`config.mk`:
```
export PLATFORM = sky130hd
export DESIGN_NAME = grid_point_rotate_project
export DESIGN_NICKNAME = d
export VERILOG_FILES = /design/src/hw/rtl/gprp_pkg.sv /design/src/hw/rtl/grid_point_rotate_project.sv
export SDC_FILE = /design/constraint.sdc
export NUM_CORES = 2
export LEC_CHECK = 0
export BUFFER_PORTS_ARGS = -buffer_cell sky130_fd_sc_hd__buf_4
export CORE_MARGIN = 3
export CORE_UTILIZATION = 50
export CTS_BUF_LIST = sky130_fd_sc_hd__clkbuf_8
export DETAILED_ROUTE_END_ITERATION = 16
export GPL_TIMING_DRIVEN = 0
export MAX_ROUTING_LAYER = met4
export PLACE_DENSITY = 0.73
export SYNTH_ARGS = -nofsm -noshare
export SYNTH_HDL_FRONTEND = slang
export SYNTH_SLANG_ARGS = --single-unit
```
`constraint.sdc`:
```
create_clock -name clk -period 12.2 [get_ports clk]
set_input_delay 0 -clock clk [delete_from_list [all_inputs] [get_ports clk]]
set_output_delay 0 -clock clk [all_outputs]
set_load 0.005 [all_outputs]
```
`src/hw/rtl/gprp_pkg.sv`:
```
// Shared types, constants and table functions for the grid point rotate and project block.
package gprp_pkg;

	localparam int GRID_POINTS = 10;
	localparam int PHASE_BITS = 16;
	localparam int CORDIC_STEPS = 16;
	localparam int DIV_BITS = 12;
	localparam logic signed [33:0] CORDIC_X0 = 34'sd652032875;
	localparam logic signed [18:0] Z_FLOOR = 19'sd2458;
	localparam logic signed [11:0] OUT_MIN = -12'sd2048;
	localparam logic signed [11:0] OUT_MAX = 12'sd2047;
	localparam logic [7:0] COLOR_ALPHA = 8'hFF;

	localparam logic CFG_WIDTH = 1'b0;
	localparam logic CFG_HEIGHT = 1'b1;
	localparam logic OP_TICK = 1'b0;
	localparam logic OP_POINT = 1'b1;

	typedef struct packed {
		logic op;
		logic [3:0] grid_x;
		logic [3:0] grid_y;
		logic [3:0] grid_z;
		logic [15:0] dt;
	} gprp_in_t;

	typedef struct packed {
		logic signed [11:0] screen_x;
		logic signed [11:0] screen_y;
		logic [31:0] color;
	} gprp_out_t;

	typedef enum logic [2:0] {
		ST_IDLE,
		ST_CORDIC,
		ST_TRIG,
		ST_MUL,
		ST_ROT,
		ST_PMUL,
		ST_DIV,
		ST_DONE
	} gprp_state_t;

	// Grid index to Q12 coordinate, halves rounded away from zero.
	function automatic logic signed [15:0] grid_coord_of(input int k);
		int n;
		int r;
		n = (k * 2 - (GRID_POINTS - 1)) * 4096;
		if (n >= 0) begin
			r = (n + GRID_POINTS / 2) / GRID_POINTS;
		end else begin
			r = -((-n + GRID_POINTS / 2) / GRID_POINTS);
		end
		return 16'(r);
	endfunction

	function automatic logic signed [15:0] grid_coord(input logic [3:0] idx);
		logic signed [15:0] r;
		r = '0;
		for (int k = 0; k < 16; k++) begin
			if (idx == 4'(k)) r = grid_coord_of(k);
		end
		return r;
	endfunction

	function automatic logic [7:0] color_byte_of(input int k);
		int v;
		v = k * 255 / GRID_POINTS;
		if (v > 255) begin
			v = 255;
		end
		return 8'(v);
	endfunction

	function automatic logic [7:0] color_byte(input logic [3:0] idx);
		logic [7:0] v;
		v = '0;
		for (int k = 0; k < 16; k++) begin
			if (idx == 4'(k)) v = color_byte_of(k);
		end
		return v;
	endfunction

	// Arctangent of 2^-i in units of 2^-32 turn.
	function automatic logic signed [33:0] atan_turn(input logic [3:0] i);
		logic signed [33:0] a;
		case (i)
			4'd0: a = 34'sd536870912;
			4'd1: a = 34'sd316933406;
			4'd2: a = 34'sd167458907;
			4'd3: a = 34'sd85004756;
			4'd4: a = 34'sd42667331;
			4'd5: a = 34'sd21354465;
			4'd6: a = 34'sd10679838;
			4'd7: a = 34'sd5340245;
			4'd8: a = 34'sd2670163;
			4'd9: a = 34'sd1335087;
			4'd10: a = 34'sd667544;
			4'd11: a = 34'sd333772;
			4'd12: a = 34'sd166886;
			4'd13: a = 34'sd83443;
			4'd14: a = 34'sd41722;
			default: a = 34'sd20861;
		endcase
		return a;
	endfunction

	localparam logic signed [15:0] CENTER_Z = 16'sd4096 + grid_coord_of(GRID_POINTS - 1);

endpackage

```
`src/hw/rtl/grid_point_rotate_project.sv`:
```
// Top level of the grid point yaw rotation and perspective projection block.
// A tick beat (op 0) advances the phase by dt >> 3 in units of 2^-16 turn and gives no
// result. A point beat (op 1) runs through 16 iterations of the shared CORDIC stage for
// sine and cosine, a step to round them, four products through the single shared
// multiplier, the rotation sums, two scale products, two restoring divisions by twice
// the depth in the shared divider (a load, twelve quotient steps and a rounding step
// each), and a last step to load the output register; the next beat is taken only after
// that. The input is not ready while a point is in work; a finished result waits in
// the output register so that the next beat can be taken meanwhile, and a point that
// finishes while that register is still full waits in its last step until the result
// ahead of it is taken.
module grid_point_rotate_project (
	input logic clk,
	input logic arst_n,
	input logic in_valid,
	output logic in_ready,
	input gprp_pkg::gprp_in_t in_data,
	output logic out_valid,
	input logic out_ready,
	output gprp_pkg::gprp_out_t out_data,
	input logic cfg_we,
	input logic cfg_index,
	input logic [11:0] cfg_data
);

	gprp_pkg::gprp_state_t st_q, st_d;
	logic [3:0] cnt_q;
	logic axis_q;
	logic [gprp_pkg::PHASE_BITS-1:0] phase_q;
	logic [11:0] width_q, height_q;

	logic signed [33:0] x_q, y_q, r_q;
	logic flip_q;
	logic signed [15:0] sin_q, cos_q;
	logic signed [15:0] dx_q, dy_q, dz_q;
	logic [31:0] color_q;
	logic signed [31:0] p_q [4];
	logic signed [17:0] sumx_q, sumy_q;
	logic [16:0] d_q;
	logic signed [31:0] nx_q, ny_q;
	logic [31:0] rem_q;
	logic [gprp_pkg::DIV_BITS-1:0] quo_q;
	logic neg_q, ovf_q;
	logic signed [11:0] sx_q;
	gprp_pkg::gprp_out_t out_q;
	logic out_valid_q;

	logic in_acc, out_load, step_last;
	logic [gprp_pkg::PHASE_BITS+15:0] inc_ext;
	logic [31:0] ang, ang_f;
	logic flip_d;
	logic signed [33:0] xs, ys, atan_v;
	logic signed [33:0] xf, yf, cr, sr;
	logic signed [18:0] cr_sh, sr_sh;
	logic signed [15:0] cos_d, sin_d;
	logic signed [18:0] mul_a;
	logic signed [17:0] mul_b;
	logic signed [36:0] mul_p;
	logic signed [33:0] t0, t1;
	logic signed [18:0] xr, zr0, zr;
	logic signed [31:0] nsel;
	logic [31:0] mag, dsh, dfull;
	logic [12:0] mneg;
	logic signed [11:0] res;

	// Next state.
	always_comb begin
		st_d = st_q;
		unique case (st_q)
			gprp_pkg::ST_IDLE: begin
				if (in_valid && in_data.op == gprp_pkg::OP_POINT) st_d = gprp_pkg::ST_CORDIC;
			end
			gprp_pkg::ST_CORDIC: begin
				if (cnt_q == 4'(gprp_pkg::CORDIC_STEPS - 1)) st_d = gprp_pkg::ST_TRIG;
			end
			gprp_pkg::ST_TRIG: st_d = gprp_pkg::ST_MUL;
			gprp_pkg::ST_MUL: begin
				if (cnt_q == 4'd3) st_d = gprp_pkg::ST_ROT;
			end
			gprp_pkg::ST_ROT: st_d = gprp_pkg::ST_PMUL;
			gprp_pkg::ST_PMUL: begin
				if (cnt_q == 4'd1) st_d = gprp_pkg::ST_DIV;
			end
			gprp_pkg::ST_DIV: begin
				if (step_last && axis_q) st_d = gprp_pkg::ST_DONE;
			end
			gprp_pkg::ST_DONE: begin
				if (!out_valid_q || out_ready) st_d = gprp_pkg::ST_IDLE;
			end
			default: st_d = gprp_pkg::ST_IDLE;
		endcase
	end

	// Handshake outputs.
	always_comb begin
		in_ready = (st_q == gprp_pkg::ST_IDLE);
		out_load = (st_q == gprp_pkg::ST_DONE) && (!out_valid_q || out_ready);
		step_last = (cnt_q == 4'(gprp_pkg::DIV_BITS + 1));
	end

	assign in_acc = in_valid && in_ready;
	assign out_valid = out_valid_q;
	assign out_data = out_q;

	// Phase fold into a quarter turn either side of zero.
	always_comb begin
		inc_ext = {in_data.dt, {gprp_pkg::PHASE_BITS{1'b0}}} >> 19;
		ang = {phase_q, {(32 - gprp_pkg::PHASE_BITS){1'b0}}};
		flip_d = ang[31] ^ ang[30];
		ang_f = flip_d ? {~ang[31], ang[30:0]} : ang;
	end

	// Shared CORDIC stage.
	always_comb begin
		xs = x_q >>> cnt_q;
		ys = y_q >>> cnt_q;
		atan_v = gprp_pkg::atan_turn(cnt_q);
		xf = flip_q ? -x_q : x_q;
		yf = flip_q ? -y_q : y_q;
		cr = xf + 34'sd16384;
		sr = yf + 34'sd16384;
		cr_sh = 19'(cr >>> 15);
		sr_sh = 19'(sr >>> 15);
		if (cr_sh > 19'sd32767) cos_d = 16'sh7FFF;
		else if (cr_sh < -19'sd32768) cos_d = 16'sh8000;
		else cos_d = 16'(cr_sh);
		if (sr_sh > 19'sd32767) sin_d = 16'sh7FFF;
		else if (sr_sh < -19'sd32768) sin_d = 16'sh8000;
		else sin_d = 16'(sr_sh);
	end

	// Shared multiplier.
	always_comb begin
		mul_a = 19'(cos_q);
		mul_b = 18'(dx_q);
		if (st_q == gprp_pkg::ST_PMUL) begin
			mul_a = cnt_q[0] ? 19'({7'd0, height_q}) : 19'({7'd0, width_q});
			mul_b = cnt_q[0] ? sumy_q : sumx_q;
		end else begin
			case (cnt_q[1:0])
				2'd0: begin mul_a = 19'(cos_q); mul_b = 18'(dx_q); end
				2'd1: begin mul_a = 19'(sin_q); mul_b = 18'(dz_q); end
				2'd2: begin mul_a = 19'(sin_q); mul_b = 18'(dx_q); end
				default: begin mul_a = 19'(cos_q); mul_b = 18'(dz_q); end
			endcase
		end
		mul_p = 37'(mul_a) * 37'(mul_b);
	end

	// Rotation sums and depth clamp.
	always_comb begin
		t0 = 34'(p_q[0]) - 34'(p_q[1]) + 34'sd16384;
		t1 = 34'(p_q[2]) + 34'(p_q[3]) + 34'sd16384;
		xr = 19'(t0 >>> 15);
		zr0 = 19'(gprp_pkg::CENTER_Z) + 19'(t1 >>> 15);
		zr = (zr0 < gprp_pkg::Z_FLOOR) ? gprp_pkg::Z_FLOOR : zr0;
	end

	// Shared divider step and final rounding toward minus infinity.
	always_comb begin
		nsel = axis_q ? ny_q : nx_q;
		mag = nsel[31] ? 32'(-nsel) : 32'(nsel);
		dfull = 32'(d_q) << gprp_pkg::DIV_BITS;
		dsh = 32'(d_q) << (4'(gprp_pkg::DIV_BITS) - cnt_q);
		mneg = 13'(quo_q) + 13'(rem_q != 32'd0);
		if (neg_q) begin
			res = (ovf_q || mneg > 13'd2048) ? gprp_pkg::OUT_MIN : 12'(-$signed(mneg));
		end else begin
			res = (ovf_q || quo_q > 12'd2047) ? gprp_pkg::OUT_MAX : 12'(quo_q);
		end
	end

	always_ff @(posedge clk or negedge arst_n) begin
		if (!arst_n) begin
			st_q <= gprp_pkg::ST_IDLE;
			cnt_q <= 4'd0;
			axis_q <= 1'b0;
			phase_q <= '0;
			width_q <= 12'd960;
			height_q <= 12'd720;
			out_valid_q <= 1'b0;
		end else begin
			st_q <= st_d;
			if (st_q == gprp_pkg::ST_DIV && step_last && !axis_q) begin
				axis_q <= 1'b1;
				cnt_q <= 4'd0;
			end else if (st_d != st_q) cnt_q <= 4'd0;
			else cnt_q <= cnt_q + 4'd1;
			if (st_q == gprp_pkg::ST_IDLE) axis_q <= 1'b0;
			if (in_acc && in_data.op == gprp_pkg::OP_TICK) begin
				phase_q <= phase_q + inc_ext[gprp_pkg::PHASE_BITS-1:0];
			end
			if (cfg_we) begin
				if (cfg_index == gprp_pkg::CFG_WIDTH) width_q <= cfg_data;
				else height_q <= cfg_data;
			end
			if (out_load) out_valid_q <= 1'b1;
			else if (out_ready) out_valid_q <= 1'b0;
		end
	end

	always_ff @(posedge clk) begin
		case (st_q)
			gprp_pkg::ST_IDLE: begin
				x_q <= gprp_pkg::CORDIC_X0;
				y_q <= '0;
				r_q <= 34'($signed(ang_f));
				flip_q <= flip_d;
				dx_q <= gprp_pkg::grid_coord(in_data.grid_x);
				dy_q <= gprp_pkg::grid_coord(in_data.grid_y);
				dz_q <= gprp_pkg::grid_coord(in_data.grid_z);
				color_q <= {gprp_pkg::COLOR_ALPHA, gprp_pkg::color_byte(in_data.grid_z),
					gprp_pkg::color_byte(in_data.grid_y), gprp_pkg::color_byte(in_data.grid_x)};
			end
			gprp_pkg::ST_CORDIC: begin
				if (!r_q[33]) begin
					x_q <= x_q - ys;
					y_q <= y_q + xs;
					r_q <= r_q - atan_v;
				end else begin
					x_q <= x_q + ys;
					y_q <= y_q - xs;
					r_q <= r_q + atan_v;
				end
			end
			gprp_pkg::ST_TRIG: begin
				cos_q <= cos_d;
				sin_q <= sin_d;
			end
			gprp_pkg::ST_MUL: p_q[cnt_q[1:0]] <= 32'(mul_p);
			gprp_pkg::ST_ROT: begin
				sumx_q <= 18'(xr + zr);
				sumy_q <= 18'(19'(dy_q) + zr);
				d_q <= 17'({zr, 1'b0});
			end
			gprp_pkg::ST_PMUL: begin
				if (cnt_q[0]) ny_q <= 32'(mul_p);
				else nx_q <= 32'(mul_p);
			end
			gprp_pkg::ST_DIV: begin
				if (cnt_q == 4'd0) begin
					rem_q <= mag;
					neg_q <= nsel[31];
					ovf_q <= (mag >= dfull);
					quo_q <= '0;
				end else if (step_last) begin
					if (!axis_q) sx_q <= res;
				end else begin
					if (rem_q >= dsh) begin
						rem_q <= rem_q - dsh;
						quo_q[4'(gprp_pkg::DIV_BITS) - cnt_q] <= 1'b1;
					end
				end
			end
			gprp_pkg::ST_DONE: begin
				if (out_load) begin
					out_q.screen_x <= sx_q;
					out_q.screen_y <= res;
					out_q.color <= color_q;
				end
			end
			default: ;
		endcase
	end

endmodule

```
==> impl_metrics.xml <==
<?xml version="1.0" encoding="UTF-8"?>
<metrics>
  <group name="final_layout">
    <metric name="postLayoutCellArea" unit="um2">58900</metric>
    <metric name="drive_gt1_share" unit="%">9.11</metric>
    <metric name="fillCellCount" unit="">9107</metric>
    <metric name="finalNetCount" unit="">6609</metric>
    <metric name="mostFrequentLayoutCells" unit="">635 x sky130_fd_sc_hd__nand2_1, 533 x sky130_fd_sc_hd__edfxtp_1, 512 x sky130_fd_sc_hd__inv_1</metric>
    <metric name="most_common_cell_after_layout_fill_and_taps_aside" unit="">sky130_fd_sc_hd__nand2_1</metric>
    <metric name="area_growth" unit="%">11.5</metric>
    <metric name="instances_no_fill" unit="">7324</metric>
  </group>
  <group name="critical_path">
    <metric name="cp_top_family" unit="">compound AO/OA/AOI/OAI gates</metric>
    <metric name="crit_cells" unit="">40</metric>
    <metric name="crit_top_cell" unit="">sky130_fd_sc_hd__a21oi_1</metric>
    <metric name="crit_path_kind" unit="">reg -&gt; reg</metric>
    <metric name="max_stage_delay" unit="ns">0.58</metric>
    <metric name="worst-r2r-cell-count" unit="">40</metric>
    <metric name="cp_slowest_cell" unit="">sky130_fd_sc_hd__fa_1</metric>
    <metric name="worstPathArrival" unit="ns">12.19</metric>
    <metric name="worst_path_maximum_fanout" unit="">11</metric>
    <metric name="worst_setup_path_end_kind" unit="">register</metric>
    <metric name="timing.critical_path.required" unit="ns">12.66</metric>
    <metric name="crit_buf_inv" unit="">10</metric>
    <metric name="startpoint_type" unit="">register</metric>
  </group>
  <group name="clock_tree">
    <metric name="num_cts_buffers" unit="">101</metric>
    <metric name="clk_transition_reported_paths" unit="ns">0.06</metric>
    <metric name="htree_levels" unit="">3</metric>
    <metric name="clock_buffer_depth" unit="">3</metric>
    <metric name="clock_latency" unit="ns">0.80</metric>
    <metric name="clock_sink_count" unit="">582</metric>
    <metric name="cts_root_buffer" unit="">sky130_fd_sc_hd__clkbuf_8</metric>
    <metric name="tritoncts" unit="">yes</metric>
  </group>
  <group name="placement">
    <metric name="routabilityCongestion" unit="">1.01</metric>
    <metric name="place.detailed.instances" unit="">7051</metric>
    <metric name="hpwl" unit="um">128000</metric>
    <metric name="placed_area" unit="um2">55700</metric>
    <metric name="io_buffer_count" unit="">91</metric>
  </group>
  <group name="hold_path">
    <metric name="whs_path_depth" unit="">3</metric>
    <metric name="class_of_the_worst_hold_path" unit="">in -&gt; reg</metric>
  </group>
  <group name="job">
    <metric name="timing.max_cap.violations" unit="">0</metric>
  </group>
  <group name="floorplan">
    <metric name="die_height" unit="um">331</metric>
    <metric name="initial_utilization" unit="%">50.7</metric>
    <metric name="dieWidth" unit="um">331</metric>
    <metric name="floorplan.core_area" unit="um2">104000</metric>
    <metric name="die_area" unit="um2">109000</metric>
    <metric name="std_cell_rows" unit="">118</metric>
    <metric name="io-pin-count" unit="">105</metric>
  </group>
  <group name="timing">
    <metric name="report.final.setup_viol" unit="">0</metric>
    <metric name="hold_viol" unit="">0</metric>
    <metric name="max_slew.worst_pin.slew" unit="ns">1.32</metric>
    <metric name="finalCritPeriodShare" unit="%">96.1</metric>
    <metric name="slew_limit_headroom" unit="%">12.3</metric>
    <metric name="final.setup_skew" unit="ns">0.0812</metric>
    <metric name="max_freq" unit="GHz">0.0853</metric>
    <metric name="timing_max_transition_violations_final" unit="">0</metric>
    <metric name="finalCriticalPeriod" unit="ns">11.73</metric>
  </group>
  <group name="grt">
    <metric name="globalRoute.totalOverflow" unit="">0</metric>
    <metric name="initial_antenna_violation_count" unit="">4</metric>
    <metric name="grt_use_total" unit="%">30.6</metric>
    <metric name="global_route_wire_length_before_repair" unit="um">248000</metric>
    <metric name="grt_start_max_net_pins" unit="">42</metric>
    <metric name="first_global_vias" unit="">42600</metric>
  </group>
  <group name="yosys">
    <metric name="ys_seq_area_share" unit="%">32.7</metric>
    <metric name="synth_area_leaders" unit="">sky130_fd_sc_hd__edfxtp_1 30%, sky130_fd_sc_hd__fa_1 11%, sky130_fd_sc_hd__ha_1 9.9%, sky130_fd_sc_hd__nand2_1 4.5%, sky130_fd_sc_hd__xnor2_1 4.1%</metric>
    <metric name="most_used_dff_post_synth" unit="">sky130_fd_sc_hd__edfxtp_1</metric>
    <metric name="yosysUniqueCellTypes" unit="">108</metric>
    <metric name="synthArstFlopShare" unit="%">8.42</metric>
    <metric name="synthesis.area_per_instance" unit="um2">9.52</metric>
    <metric name="synth_seq_cells" unit="">582</metric>
    <metric name="yosysWarningCount" unit="">0</metric>
    <metric name="synth.largest_area_cell" unit="">sky130_fd_sc_hd__edfxtp_1</metric>
    <metric name="synth_cells" unit="">5542</metric>
    <metric name="netlist.area_leader.share" unit="%">30.3</metric>
    <metric name="synth-edff-count" unit="">533</metric>
    <metric name="syn_std_cell_area" unit="um2">52800</metric>
  </group>
  <group name="detailed_routing">
    <metric name="antenna_violating_nets_post_route" unit="">0</metric>
    <metric name="drt-pass1-iter-count" unit="">6</metric>
    <metric name="via_per_inst" unit="">5.93</metric>
    <metric name="vias" unit="">43400</metric>
    <metric name="remaining_drc_errors" unit="">0</metric>
    <metric name="routedWlPerCell" unit="um">22.2</metric>
    <metric name="first_iter_violations" unit="">4053</metric>
    <metric name="postRouteWirelength" unit="um">163000</metric>
  </group>
  <group name="outcome">
    <metric name="outcome" unit="">complete, no violations</metric>
  </group>
</metrics>
[per-stage QoR]
| stage | setup TNS [ns] | hold slack [ns] | utilization, % | setup slack, ns |
|---|---|---|---|---|
| 6_report | 0 | 0.0684 | 56.5 | 0.474 |
| 5_1_grt | -0.0250 | 0.0666 | 56.5 | -0.00832 |
| 4_1_cts | 0 | 0.00921 | 56.4 | 0.00978 |
| 3_5_place_dp | -140.12 | 0.0926 | 53.5 | -2.57 |
| 3_3_place_gp | -160.02 | 0.0791 | 53.0 | -2.31 |
| 2_1_floorplan | 0 | -0.296 | - | 2.55 |
[synthesized netlist by cell type, types with 23 or more instances]
library cell	count
sky130_fd_sc_hd__o21a_1	49
sky130_fd_sc_hd__a31oi_1	47
sky130_fd_sc_hd__nand2_1	635
sky130_fd_sc_hd__o21ai_0	332
sky130_fd_sc_hd__dfrtp_1	41
sky130_fd_sc_hd__mux2_2	56
sky130_fd_sc_hd__nand3_1	95
sky130_fd_sc_hd__mux2i_1	106
sky130_fd_sc_hd__and3_1	63
sky130_fd_sc_hd__xnor2_1	245
sky130_fd_sc_hd__a211oi_1	41
sky130_fd_sc_hd__a21oi_1	321
sky130_fd_sc_hd__mux4_2	44
sky130_fd_sc_hd__or2_2	23
sky130_fd_sc_hd__nand2b_1	70
sky130_fd_sc_hd__fa_1	289
sky130_fd_sc_hd__or3_1	37
sky130_fd_sc_hd__xor2_1	173
sky130_fd_sc_hd__o21bai_1	31
sky130_fd_sc_hd__buf_1	39
sky130_fd_sc_hd__inv_1	488
sky130_fd_sc_hd__ha_1	419
sky130_fd_sc_hd__nor4_1	31
sky130_fd_sc_hd__o31ai_1	26
sky130_fd_sc_hd__nor2b_1	53
sky130_fd_sc_hd__nor2_1	498
sky130_fd_sc_hd__clkbuf_1	178
sky130_fd_sc_hd__edfxtp_1	533
sky130_fd_sc_hd__a21o_1	80
sky130_fd_sc_hd__a21boi_0	23
sky130_fd_sc_hd__nor3_1	91
sky130_fd_sc_hd__and2_1	63
[final cells by class]
class | count | area (um2) | share of cell area, %
plain buffers | 237 | 1020 | 1.73
multi-input cells | 4236 | 32900 | 55.9
well taps | 1380 | 1730 | 2.93
diodes | 5 | 12.5 | 0.0213
inverters | 491 | 1850 | 3.14
clock inverters | 83 | 681 | 1.16
flip-flops and latches | 582 | 17200 | 29.3
clock buffers | 105 | 1450 | 2.46
repair buffers | 205 | 1960 | 3.34
[cell families after synthesis]
kind of cell	Yosys count	share of synthesized area, %
AOI/OAI and AO/OA	1154	13.8
xor gates and xnor gates	424	7.12
adders and majority gates	708	20.9
buffers and inverters	731	5.36
DFF	582	32.7
muxes	206	5.08
other	1	0.00711
and+or+nand+nor	1736	15.1
[path summary, 6_finish.rpt]
path                       slack (ns)        start          end
max                              0.47     cnt_q[0]   p_q[3][30]
min                              0.07  cfg_data[9]  height_q[9]
max reg2reg                      0.47     cnt_q[0]   p_q[3][30]
min reg2reg                      0.42   color_q[1]  out_data[1]
max in group asynchronous       11.51       arst_n   phase_q[5]
min in group asynchronous        0.38       arst_n  height_q[7]
[worst register-to-register path: cells and delay by family, from the launching register on]
family	cells	cell delay, ns
DFF	1	0.48
xor gates and xnor gates	1	0.34
AOI/OAI and AO/OA	16	3.74
adders and majority gates	8	3.19
muxes	1	0.47
buffers and inverters	10	2.64
and+or+nand+nor	4	0.53
[timing repair]
item                                    in CTS  in global routing
endpoints found under the hold margin      157                  0
hold buffers                                77                  0
resized for setup                           30                 29
buffers inserted                             0                  4
endpoints found under the setup margin     102                 66
[metal layers]
layer	share of wire [%]	GRT usage (%)	vias to the layer above
met2	45	47.3	1899
met3	8.6	5.58	417
met5	0	-	-
met1	41	39.1	21100
li1	-	-	20000
met4	5.5	14.5	0
[flip-flops by register name (all words and copies together), names as in the netlist, 18 cells and up]
name      count
ny_q         32
nx_q         32
sumy_q       18
y_q          34
rem_q        32
color_q      21
r_q          34
sumx_q       18
p_q         128
out_data     45
x_q          34
Power is not shown: default switching activity piles up to over one toggle a cycle in this logic, so the estimate is an artifact.
